--- src/rtl/caip_pkg.sv ---
`timescale 1ns / 1ps
// ----------------------------------------------------------------------------
// caip_pkg: shared types and constants of the circular arc step interpolator
// Widths, opcode and quadrant codes, and the per-quadrant step direction
// tables that the arc datapath uses.
// ----------------------------------------------------------------------------
package caip_pkg;

  localparam int COORD_BITS = 16;
  localparam int TERM_BITS  = COORD_BITS + 2;
  localparam int STEP_BITS  = COORD_BITS + 2;
  localparam int DEV_BITS   = ((2 * COORD_BITS + 4) > 63) ? 63 : (2 * COORD_BITS + 4);
  localparam int QUAD_BITS  = 4;

  // Command opcodes; the unused code falls to the default arm
  typedef enum logic [1:0] {
    OP_LOAD  = 2'd0,
    OP_TICK  = 2'd1,
    OP_ABORT = 2'd2
  } opcode_t;

  // Quadrant codes: SR = clockwise, NR = counterclockwise
  localparam logic [QUAD_BITS-1:0] QUAD_NONE = 4'd0;
  localparam logic [QUAD_BITS-1:0] QUAD_SR1  = 4'd1;
  localparam logic [QUAD_BITS-1:0] QUAD_SR2  = 4'd2;
  localparam logic [QUAD_BITS-1:0] QUAD_SR3  = 4'd3;
  localparam logic [QUAD_BITS-1:0] QUAD_SR4  = 4'd4;
  localparam logic [QUAD_BITS-1:0] QUAD_NR1  = 4'd5;
  localparam logic [QUAD_BITS-1:0] QUAD_NR2  = 4'd6;
  localparam logic [QUAD_BITS-1:0] QUAD_NR3  = 4'd7;
  localparam logic [QUAD_BITS-1:0] QUAD_NR4  = 4'd8;

  localparam logic AXIS_X = 1'b0;
  localparam logic AXIS_Y = 1'b1;

  // Decoded load word
  typedef struct packed {
    logic [QUAD_BITS-1:0] quadrant;
    logic [STEP_BITS-1:0] steps;
    logic [TERM_BITS-1:0] x_term;
    logic [TERM_BITS-1:0] y_term;
  } load_t;

  // Step axis for a quadrant, given the sign of the deviation
  function automatic logic step_axis_f(input logic [QUAD_BITS-1:0] q, input logic neg);
    logic a;
    a = AXIS_X;
    case (q)
      QUAD_SR1, QUAD_SR3, QUAD_NR2, QUAD_NR4: a = neg ? AXIS_X : AXIS_Y;
      QUAD_SR2, QUAD_SR4, QUAD_NR1, QUAD_NR3: a = neg ? AXIS_Y : AXIS_X;
      default:                                a = AXIS_X;
    endcase
    return a;
  endfunction

  // Step direction (1 = reverse) for a quadrant, given the deviation sign
  function automatic logic step_rev_f(input logic [QUAD_BITS-1:0] q, input logic neg);
    logic r;
    r = 1'b0;
    case (q)
      QUAD_SR1, QUAD_NR1: r = !neg;
      QUAD_SR3, QUAD_NR3: r = neg;
      QUAD_SR4, QUAD_NR2: r = 1'b1;
      default:            r = 1'b0;
    endcase
    return r;
  endfunction

endpackage

--- src/rtl/circular_arc_step_interpolator.sv ---
`timescale 1ns / 1ps
// ----------------------------------------------------------------------------
// circular_arc_step_interpolator: point-by-point circular arc stepper
// Loads an arc and issues one X or Y step per tick word while steps remain.
// ----------------------------------------------------------------------------
// Usage:
//   Input channel (in_valid / in_ready) carries one command word: load arc,
//   tick for one step, or abort. Every accepted word yields exactly one
//   result word on the output channel (out_valid / out_ready) giving the
//   step pulse, its axis and direction, and the run-done flag.
//   The result is presented in the cycle after the word is accepted.
//   Throughput: one word per cycle unless stalled. The arc state (deviation,
//   radius terms, step count, quadrant) is updated in the accepting cycle by
//   one doubled-term add and two counts, so consecutive ticks need no gap.
//   Stall: the single output register holds its word while out_ready is
//   low; in_ready follows out_ready when that register is full, so a word is
//   taken in the same cycle the pending result leaves.
//   Reset (rst_n low, synchronous): the output register empties, the
//   quadrant, deviation, radius terms and step count clear; a tick before
//   the first load reports no step and run done.
// ----------------------------------------------------------------------------
module circular_arc_step_interpolator import caip_pkg::*; (
  input  logic                         clk,
  input  logic                         rst_n,
  input  logic                         in_valid,
  output logic                         in_ready,
  input  logic [1:0]                   in_opcode,
  input  logic                         in_arc_clockwise,
  input  logic signed [COORD_BITS-1:0] in_start_x,
  input  logic signed [COORD_BITS-1:0] in_start_y,
  input  logic signed [COORD_BITS-1:0] in_end_x,
  input  logic signed [COORD_BITS-1:0] in_end_y,
  input  logic signed [COORD_BITS-1:0] in_center_offset_i,
  input  logic signed [COORD_BITS-1:0] in_center_offset_j,
  output logic                         out_valid,
  input  logic                         out_ready,
  output logic                         out_step_valid,
  output logic                         out_step_axis,
  output logic                         out_step_reverse,
  output logic                         out_run_done
);

  // Arc state
  logic [QUAD_BITS-1:0] quad_r, quad_nxt;
  logic [DEV_BITS-1:0]  dev_r, dev_nxt;
  logic [TERM_BITS-1:0] xterm_r, xterm_nxt;
  logic [TERM_BITS-1:0] yterm_r, yterm_nxt;
  logic [STEP_BITS-1:0] steps_r, steps_nxt;

  // Result register
  logic out_valid_r, out_valid_nxt;
  logic step_valid_r, step_valid_nxt;
  logic axis_r, axis_nxt;
  logic rev_r, rev_nxt;
  logic done_r, done_nxt;

  logic                 accept;
  load_t                load;
  logic                 neg;
  logic                 tick_axis;
  logic                 tick_rev;
  logic [TERM_BITS-1:0] term_sel;
  logic [DEV_BITS-1:0]  twice;
  logic                 can_step;

  assign in_ready = !out_valid_r || out_ready;
  assign accept   = in_valid && in_ready;

  caip_load_dec u_load_dec (
    .arc_clockwise  (in_arc_clockwise),
    .start_x        (in_start_x),
    .start_y        (in_start_y),
    .end_x          (in_end_x),
    .end_y          (in_end_y),
    .center_offset_i(in_center_offset_i),
    .center_offset_j(in_center_offset_j),
    .load           (load)
  );

  // Tick datapath: direction lookup and doubled term
  assign neg       = dev_r[DEV_BITS-1];
  assign tick_axis = step_axis_f(quad_r, neg);
  assign tick_rev  = step_rev_f(quad_r, neg);
  assign term_sel  = (tick_axis == AXIS_Y) ? yterm_r : xterm_r;
  assign twice     = {{(DEV_BITS-TERM_BITS-1){term_sel[TERM_BITS-1]}}, term_sel, 1'b0};
  assign can_step  = (steps_r != '0) && (quad_r != QUAD_NONE) && (quad_r <= QUAD_NR4);

  // Next state and result
  always_comb begin
    quad_nxt       = quad_r;
    dev_nxt        = dev_r;
    xterm_nxt      = xterm_r;
    yterm_nxt      = yterm_r;
    steps_nxt      = steps_r;
    step_valid_nxt = 1'b0;
    axis_nxt       = 1'b0;
    rev_nxt        = 1'b0;
    case (in_opcode)
      OP_LOAD: begin
        quad_nxt  = load.quadrant;
        steps_nxt = load.steps;
        dev_nxt   = '0;
        xterm_nxt = load.x_term;
        yterm_nxt = load.y_term;
      end
      OP_TICK: begin
        if (can_step) begin
          step_valid_nxt = 1'b1;
          axis_nxt       = tick_axis;
          rev_nxt        = tick_rev;
          if (neg) begin
            dev_nxt = dev_r + twice;
          end else begin
            dev_nxt = dev_r - twice;
          end
          if (tick_axis == AXIS_Y) begin
            yterm_nxt = neg ? yterm_r + 1'b1 : yterm_r - 1'b1;
          end else begin
            xterm_nxt = neg ? xterm_r + 1'b1 : xterm_r - 1'b1;
          end
          steps_nxt = steps_r - 1'b1;
        end
      end
      OP_ABORT: begin
        steps_nxt = '0;
        quad_nxt  = QUAD_NONE;
      end
      default: begin
      end
    endcase
    done_nxt = (steps_nxt == '0);
  end

  assign out_valid_nxt = accept ? 1'b1 : (out_valid_r && !out_ready);

  // Control and arc state registers
  always_ff @(posedge clk) begin
    if (!rst_n) begin
      out_valid_r <= 1'b0;
      quad_r      <= QUAD_NONE;
      dev_r       <= '0;
      xterm_r     <= '0;
      yterm_r     <= '0;
      steps_r     <= '0;
    end else begin
      out_valid_r <= out_valid_nxt;
      if (accept) begin
        quad_r  <= quad_nxt;
        dev_r   <= dev_nxt;
        xterm_r <= xterm_nxt;
        yterm_r <= yterm_nxt;
        steps_r <= steps_nxt;
      end
    end
  end

  // Result word payload
  always_ff @(posedge clk) begin
    if (accept) begin
      step_valid_r <= step_valid_nxt;
      axis_r       <= axis_nxt;
      rev_r        <= rev_nxt;
      done_r       <= done_nxt;
    end
  end

  assign out_valid        = out_valid_r;
  assign out_step_valid   = step_valid_r;
  assign out_step_axis    = axis_r;
  assign out_step_reverse = rev_r;
  assign out_run_done     = done_r;

endmodule

--- src/rtl/caip_load_dec.sv ---
`timescale 1ns / 1ps
// ----------------------------------------------------------------------------
// caip_load_dec: arc load decoder
// Picks the quadrant code from the chord signs and the direction, and forms
// the step count and the radius term seeds from the load word.
// ----------------------------------------------------------------------------
module caip_load_dec import caip_pkg::*; (
  input  logic                         arc_clockwise,
  input  logic signed [COORD_BITS-1:0] start_x,
  input  logic signed [COORD_BITS-1:0] start_y,
  input  logic signed [COORD_BITS-1:0] end_x,
  input  logic signed [COORD_BITS-1:0] end_y,
  input  logic signed [COORD_BITS-1:0] center_offset_i,
  input  logic signed [COORD_BITS-1:0] center_offset_j,
  output load_t                        load
);

  logic signed [COORD_BITS:0] dx;
  logic signed [COORD_BITS:0] dy;
  logic [COORD_BITS:0]        dx_mag;
  logic [COORD_BITS:0]        dy_mag;
  logic signed [COORD_BITS:0] i_ext;
  logic signed [COORD_BITS:0] j_ext;
  logic [COORD_BITS:0]        i_mag;
  logic [COORD_BITS:0]        j_mag;
  logic                       xge, xle, yge, yle;

  // Chord and its magnitudes
  assign dx     = {end_x[COORD_BITS-1], end_x} - {start_x[COORD_BITS-1], start_x};
  assign dy     = {end_y[COORD_BITS-1], end_y} - {start_y[COORD_BITS-1], start_y};
  assign dx_mag = dx[COORD_BITS] ? (COORD_BITS+1)'(-dx) : dx;
  assign dy_mag = dy[COORD_BITS] ? (COORD_BITS+1)'(-dy) : dy;

  assign xge = !dx[COORD_BITS];
  assign xle = dx[COORD_BITS] || (dx == '0);
  assign yge = !dy[COORD_BITS];
  assign yle = dy[COORD_BITS] || (dy == '0);

  // Center offset magnitudes
  assign i_ext = {center_offset_i[COORD_BITS-1], center_offset_i};
  assign j_ext = {center_offset_j[COORD_BITS-1], center_offset_j};
  assign i_mag = i_ext[COORD_BITS] ? (COORD_BITS+1)'(-i_ext) : i_ext;
  assign j_mag = j_ext[COORD_BITS] ? (COORD_BITS+1)'(-j_ext) : j_ext;

  // Quadrant in tie order
  always_comb begin
    if (xge && yge) begin
      load.quadrant = arc_clockwise ? QUAD_SR2 : QUAD_NR4;
    end else if (xle && yge) begin
      load.quadrant = arc_clockwise ? QUAD_SR3 : QUAD_NR1;
    end else if (xle && yle) begin
      load.quadrant = arc_clockwise ? QUAD_SR4 : QUAD_NR2;
    end else begin
      load.quadrant = arc_clockwise ? QUAD_SR1 : QUAD_NR3;
    end
  end

  assign load.steps  = STEP_BITS'(dx_mag) + STEP_BITS'(dy_mag);
  assign load.x_term = TERM_BITS'(i_mag);
  assign load.y_term = TERM_BITS'(j_mag);

endmodule

--- config.mk ---
export PLATFORM = sky130hd
export DESIGN_NAME = circular_arc_step_interpolator
export DESIGN_NICKNAME = d
export VERILOG_FILES = /design/src/rtl/caip_pkg.sv /design/src/rtl/circular_arc_step_interpolator.sv /design/src/rtl/caip_load_dec.sv
export SDC_FILE = /design/constraint.sdc
export NUM_CORES = 1
export LEC_CHECK = 0
export ABC_AREA = 0
export BUFFER_PORTS_ARGS = -buffer_cell sky130_fd_sc_hd__clkbuf_2
export CAP_MARGIN = 20
export CORE_MARGIN = 4
export CORE_UTILIZATION = 50
export CTS_BUF_LIST = sky130_fd_sc_hd__clkbuf_4 sky130_fd_sc_hd__clkbuf_8 sky130_fd_sc_hd__clkbuf_16
export DETAILED_ROUTE_END_ITERATION = 10
export PLACE_DENSITY = 0.76
export SYNTH_ARGS = -nofsm -noshare
export SYNTH_HDL_FRONTEND = slang
export SYNTH_HIERARCHICAL = 1
export SYNTH_SLANG_ARGS = --single-unit
--- constraint.sdc ---
create_clock -name clk -period 7.6 [get_ports clk]
set_input_delay 1.52 -clock clk [delete_from_list [all_inputs] [get_ports clk]]
set_output_delay 1.52 -clock clk [all_outputs]
set_load 0.1 [all_outputs]
# ---- After elaboration in Yosys (flattened, before gate mapping)
# Index checks and enable logic that the tools add are counted.
dict set report word_totals {
  output_inout_bits 6
  elab_cells 103
  n_memories 0
  mem_bits_ro 0
  ramBits 0
  latch_bits 0
  inputBits 103
  ff_bits 99
}
dict set report op_classes {
  div 0
  muxes 32
  bitwise 0
  n_addsub 14
  multipliers 0
  n_reduce_logical 33
  eq_ne 13
  shift 0
  n_lt_le_gt_ge 1
}
# op count
set ops {}
lappend ops {{2-to-1 mux 18 bit} 8}
lappend ops {{2-to-1 mux 36 bit} 2}
lappend ops {{one-hot mux 18 bit (2 select lines)} 2}
lappend ops {{one-hot mux 36 bit (2 select lines)} 1}
lappend ops {{2-to-1 mux 17 bit} 4}
lappend ops {{one-hot mux 18 bit (3 select lines)} 1}
lappend ops {{subtractor 18 x 1 -> 18 bit, second input constant} 3}
lappend ops {{adder 18 x 1 -> 18 bit, second input constant} 2}
lappend ops {{adder 36 bit} 1}
lappend ops {{subtractor 36 bit} 1}
lappend ops {{zero test 17 bit} 2}
lappend ops {{negation 16 -> 17 bit} 2}
lappend ops {{negation 17 bit} 2}
lappend ops {{subtractor 16 x 16 -> 17 bit} 2}
lappend ops {{adder 17 x 17 -> 18 bit} 1}
lappend ops {{zero test 18 bit} 1}
lappend ops {{nonzero test 18 bit} 1}
lappend ops {{== test 4 x 3 -> 1 bit, second input constant} 4}
lappend ops {{2-to-1 mux 4 bit} 4}
lappend ops {{== test 4 x 2 -> 1 bit, second input constant} 2}
lappend ops {{one-hot mux 4 bit (2 select lines)} 1}
lappend ops {{AND reduction 4 bit} 2}
lappend ops {{OR reduction 4 bit} 2}
lappend ops {{logical AND 1 bit} 7}
lappend ops {{19 further kinds} 35}

# ---- Logic depth before layout (Yosys ltp)
dict set report logic_depth {
  depth_word 8
  depth_mapped 30
}

# ---- By module
# Netlist, hierarchy kept.
# module area_per_inst_um2 instances cells_per_inst
set modules_own_cells {}
lappend modules_own_cells {circular_arc_step_interpolator 8769.7 1 1125}
lappend modules_own_cells {caip_load_dec 3872.5 1 583}

# ---- Worst setup path after synthesis
# No wires, ideal clock.
dict set report synth_path {
  kind {in2reg}
  start {input port in_start_x[2]}
  end {register done_r, in the netlist out_run_done (data pin)}
  setup_slack_ps 886
  arrival_time_ps 6564
  required_ps 7450
  setup_ps 150
  cell_stages 27
  path_cell_list {inv_1 > ha_1 > nor2b_1 > o31a_1 > o41a_1 > o31a_1 > o21a_1 > nand2b_4 > a41o_1 > buf_6 > nand2_1 > o21ai_0 > fa_1 > nor2b_1 > o21ai_0 > a21boi_0 > o211ai_1 > a21oi_1 > nor3_1 > o41ai_1 > a21oi_1 > xnor2_1 > nor3b_1 > a21oi_1 > nand4_1 > or3_1 > nor3_2}
}
# element line
set synth_rtl {}
lappend synth_rtl {{from (decl)} circular_arc_step_interpolator.sv:29} ;# input logic signed [COORD_BITS-1:0] in_start_x,
lappend synth_rtl {{to (signal assigned)} circular_arc_step_interpolator.sv:163} ;# done_r <= done_nxt;
lappend synth_rtl {{to (decl)} circular_arc_step_interpolator.sv:55} ;# logic done_r, done_nxt;

==> reports/results.ini <==
[outcome]
status=finished, final reports clean

[setup_path]
startpoint_type=input pin
critPathSlowestCell=fa_1
end_kind=flip-flop
cp_data_arrival_time_ns=7.20
critical-path-top-delay-family=compound AO/OA/AOI/OAI gates
max_stage_delay_ns=0.48
cp_max_fo=16
path_class=in2reg
cp.required_ns=7.80
cp.buffers_inverters=2

[timing]
period_share=0.921
fin_crit_ns=7.00
clock.fmax_mhz=143
finalClockSkew_ns=0.0106
final-max-slew-violation-count=0
worst_pin_slew_ns=0.901
rsz0062_at_grt=no
hold_viol=0
fin_setup_tns_ns=0
max_slew_margin=0.392
setup_viol=0

[synth]
synth-seq-cells=98
yosysWarnings=6
netlist_instances=1708
synth_flop_cell=dfxtp_1
yosysSeqAreaShare=0.158
synth_edf_count=4
synth_area_per_cell_um2=7.40
ys_async_sr_fraction=0
syn-cell-area_mm2=0.0126
synthDistinctLibCells=87
yosys-top-cells-area=dfxtp_1, ha_1, xnor2_1
yosysTopAreaCell=dfxtp_1
yosys.area.top_type_share=0.149

[routing]
wirelength_um=32700
route.detailed.drc=0
wl_per_cell_um=15.6
vias=12800
drt_iter0_drc=785
first_pass_iters=7
drtAntennaViolNets=0
viasPerCell=6.10

[grt]
overflow=0
grt_max_degree=81
antenna_found_initial=0
grtUsageTotal=0.223
grt_pass1_vias=11700
grt_pass1_wl_um=54300

[power]
totalPowerFinal_mw=2.68
power.density_mw_per_mm2=196
power.leakage_nw=6.37
peakVddDrop_v=0.000118

[floorplanning]
dieArea_mm2=0.0279
core_mm2=0.0246
die_y_um=167
num_rows=57
initial_utilization=0.514
die_w_um=167
io_pins=109

[clocking]
ctsHoldBuffers=0
clock-sinks=98
cts_tree=built
root_buffer=clkbuf_16
postCtsSetupBuffers=0
cts-buffers-inserted=9
cts.path.max_buffers=2
cts.repair.resized=0
path_clk_slew_ns=0.07
htreeDepth=3
insertion_delay_ns=0.36

[placed_design]
dp_hpwl_um=24600
gp_routability_congestion=0.923
io_buffers=108

[final_layout]
final_util=0.556
drive_gt1_frac=0.102
area_growth_pct=8.29
diodes=0
finalNetCount=1997

[flow_run]
drv_cap=0

[hold_path]
worstHoldPathType=reg2reg

==> worst reg2reg max path: stages, from the launching register on <==
cell,delay [ns]
dfxtp_1,0.43
nor2b_1,0.24
xnor2_1,0.14
nand2_1,0.10
a32oi_4,0.40
mux2i_1,0.29
ha_1,0.37
nand3b_1,0.14
nor3_1,0.17
nand2_1,0.07
o21ai_0,0.18
nand3b_1,0.18
nor2_1,0.50
o21ai_0,0.18
ha_1,0.44
nand4_1,0.14
a311oi_1,0.47
o21ai_0,0.29
o21ai_0,0.35
o221ai_1,0.24
a211o_1,0.31
nand3_1,0.07
==> registers in the layout (all words and copies together), names as in the netlist <==
| register | flops |
|---|---|
| steps_r | 18 |
| out_valid | 1 |
| yterm_r | 18 |
| out_step_reverse | 1 |
| out_step_axis | 1 |
| xterm_r | 18 |
| quad_r | 4 |
| out_run_done | 1 |
| dev_r | 35 |
| out_step_valid | 1 |
==> through the flow <==
step           hold slack, ns  worst slack [ns]  std cells  instance area (µm²)
3_5_place_dp            0.454             0.306       2077                13400
2_1_floorplan           0.432             0.886       1711                12700
6_report                0.464             0.603       2095                13700
3_3_place_gp            0.443             0.457       2077                13400
4_1_cts                 0.465             0.655       2093                13700
5_1_grt                 0.487            0.0666       2095                13700
==> cell type report <==
type | count | area (µm²)
Tap cell | 324 | 405
Fill cell | 2317 | 10900
Clock inverter | 5 | 37.5
Multi-Input combinational cell | 1449 | 10000
Inverter | 86 | 323
Timing Repair Buffer | 122 | 669
Sequential cell | 98 | 2000
Clock buffer | 11 | 246
==> path summary, 6_finish.rpt <==
kind / end / cells after the start / slack, ns / from
max: out_run_done$_DFFE_PP_ / 26 / 0.60 / in_start_x[2]
min: dev_r[25]$_SDFFE_PN0P_ / 2 / 0.46 / dev_r[25]$_SDFFE_PN0P_
max reg2reg: dev_r[35]$_SDFFE_PN0P_ / 21 / 1.85 / quad_r[1]$_SDFFE_PN0P_
min reg2reg: dev_r[25]$_SDFFE_PN0P_ / 2 / 0.46 / dev_r[25]$_SDFFE_PN0P_
==> cell usage after synthesis, drive strengths merged (11+ instances only) <==
cell type,number
a211oi,17
a21boi,12
a21o,45
a21oi,126
a22oi,27
a31oi,18
and2,15
and3,12
buf,24
clkbuf,54
dfxtp,94
ha,122
inv,86
mux2i,26
nand2,155
nand2b,19
nand3,32
nand3b,11
nand4,17
nor2,133
nor2b,36
nor3,72
nor4,17
o211a,33
o211ai,25
o21a,23
o21ai,128
o31a,13
o31ai,18
or3,16
xnor2,105
xor2,50
==> placed cells by master (no fill, tap or decap), drive strengths merged, types with 19 or more instances in the layout <==
cell    count
nor2      133
o211a      33
xnor2     105
nand2b     19
ha        122
nor2b      36
a22oi      27
o211ai     25
a21o       45
inv        87
o21a       23
o21ai     128
a21oi     126
mux2i      26
dfxtp      94
clkbuf    119
nand2     155
nor3       72
xor2       50
nand3      32
==> logic make-up (layout without fill, tap and decap cells) <==
group,after synthesis,count (layout),synth area share
compound gates,562,562,0.301
xor+xnor,155,155,0.107
fa+ha+maj,128,128,0.130
buf+inv,164,224,0.0529
flops,98,98,0.158
mux,36,36,0.0313
other cells,1,4,0.000297
simple gates,564,564,0.219
==> metal layers <==
layer  share of wire  GRT usage  vias to the layer above
li1                -          -                     6398
met1            0.47      0.311                     5981
met2            0.46      0.369                      366
met3           0.055     0.0311                       32
met4           0.013     0.0455                        0
met5               0          0                        -
==> where the power goes <==
part | total (mW) | switching, mW | internal [mW]
clock network | 0.454 | 0.217 | 0.236
logic | 1.65 | 0.946 | 0.700
registers | 0.585 | 0.0383 | 0.547
No activity file was read; power rests on OpenSTA's default activity.
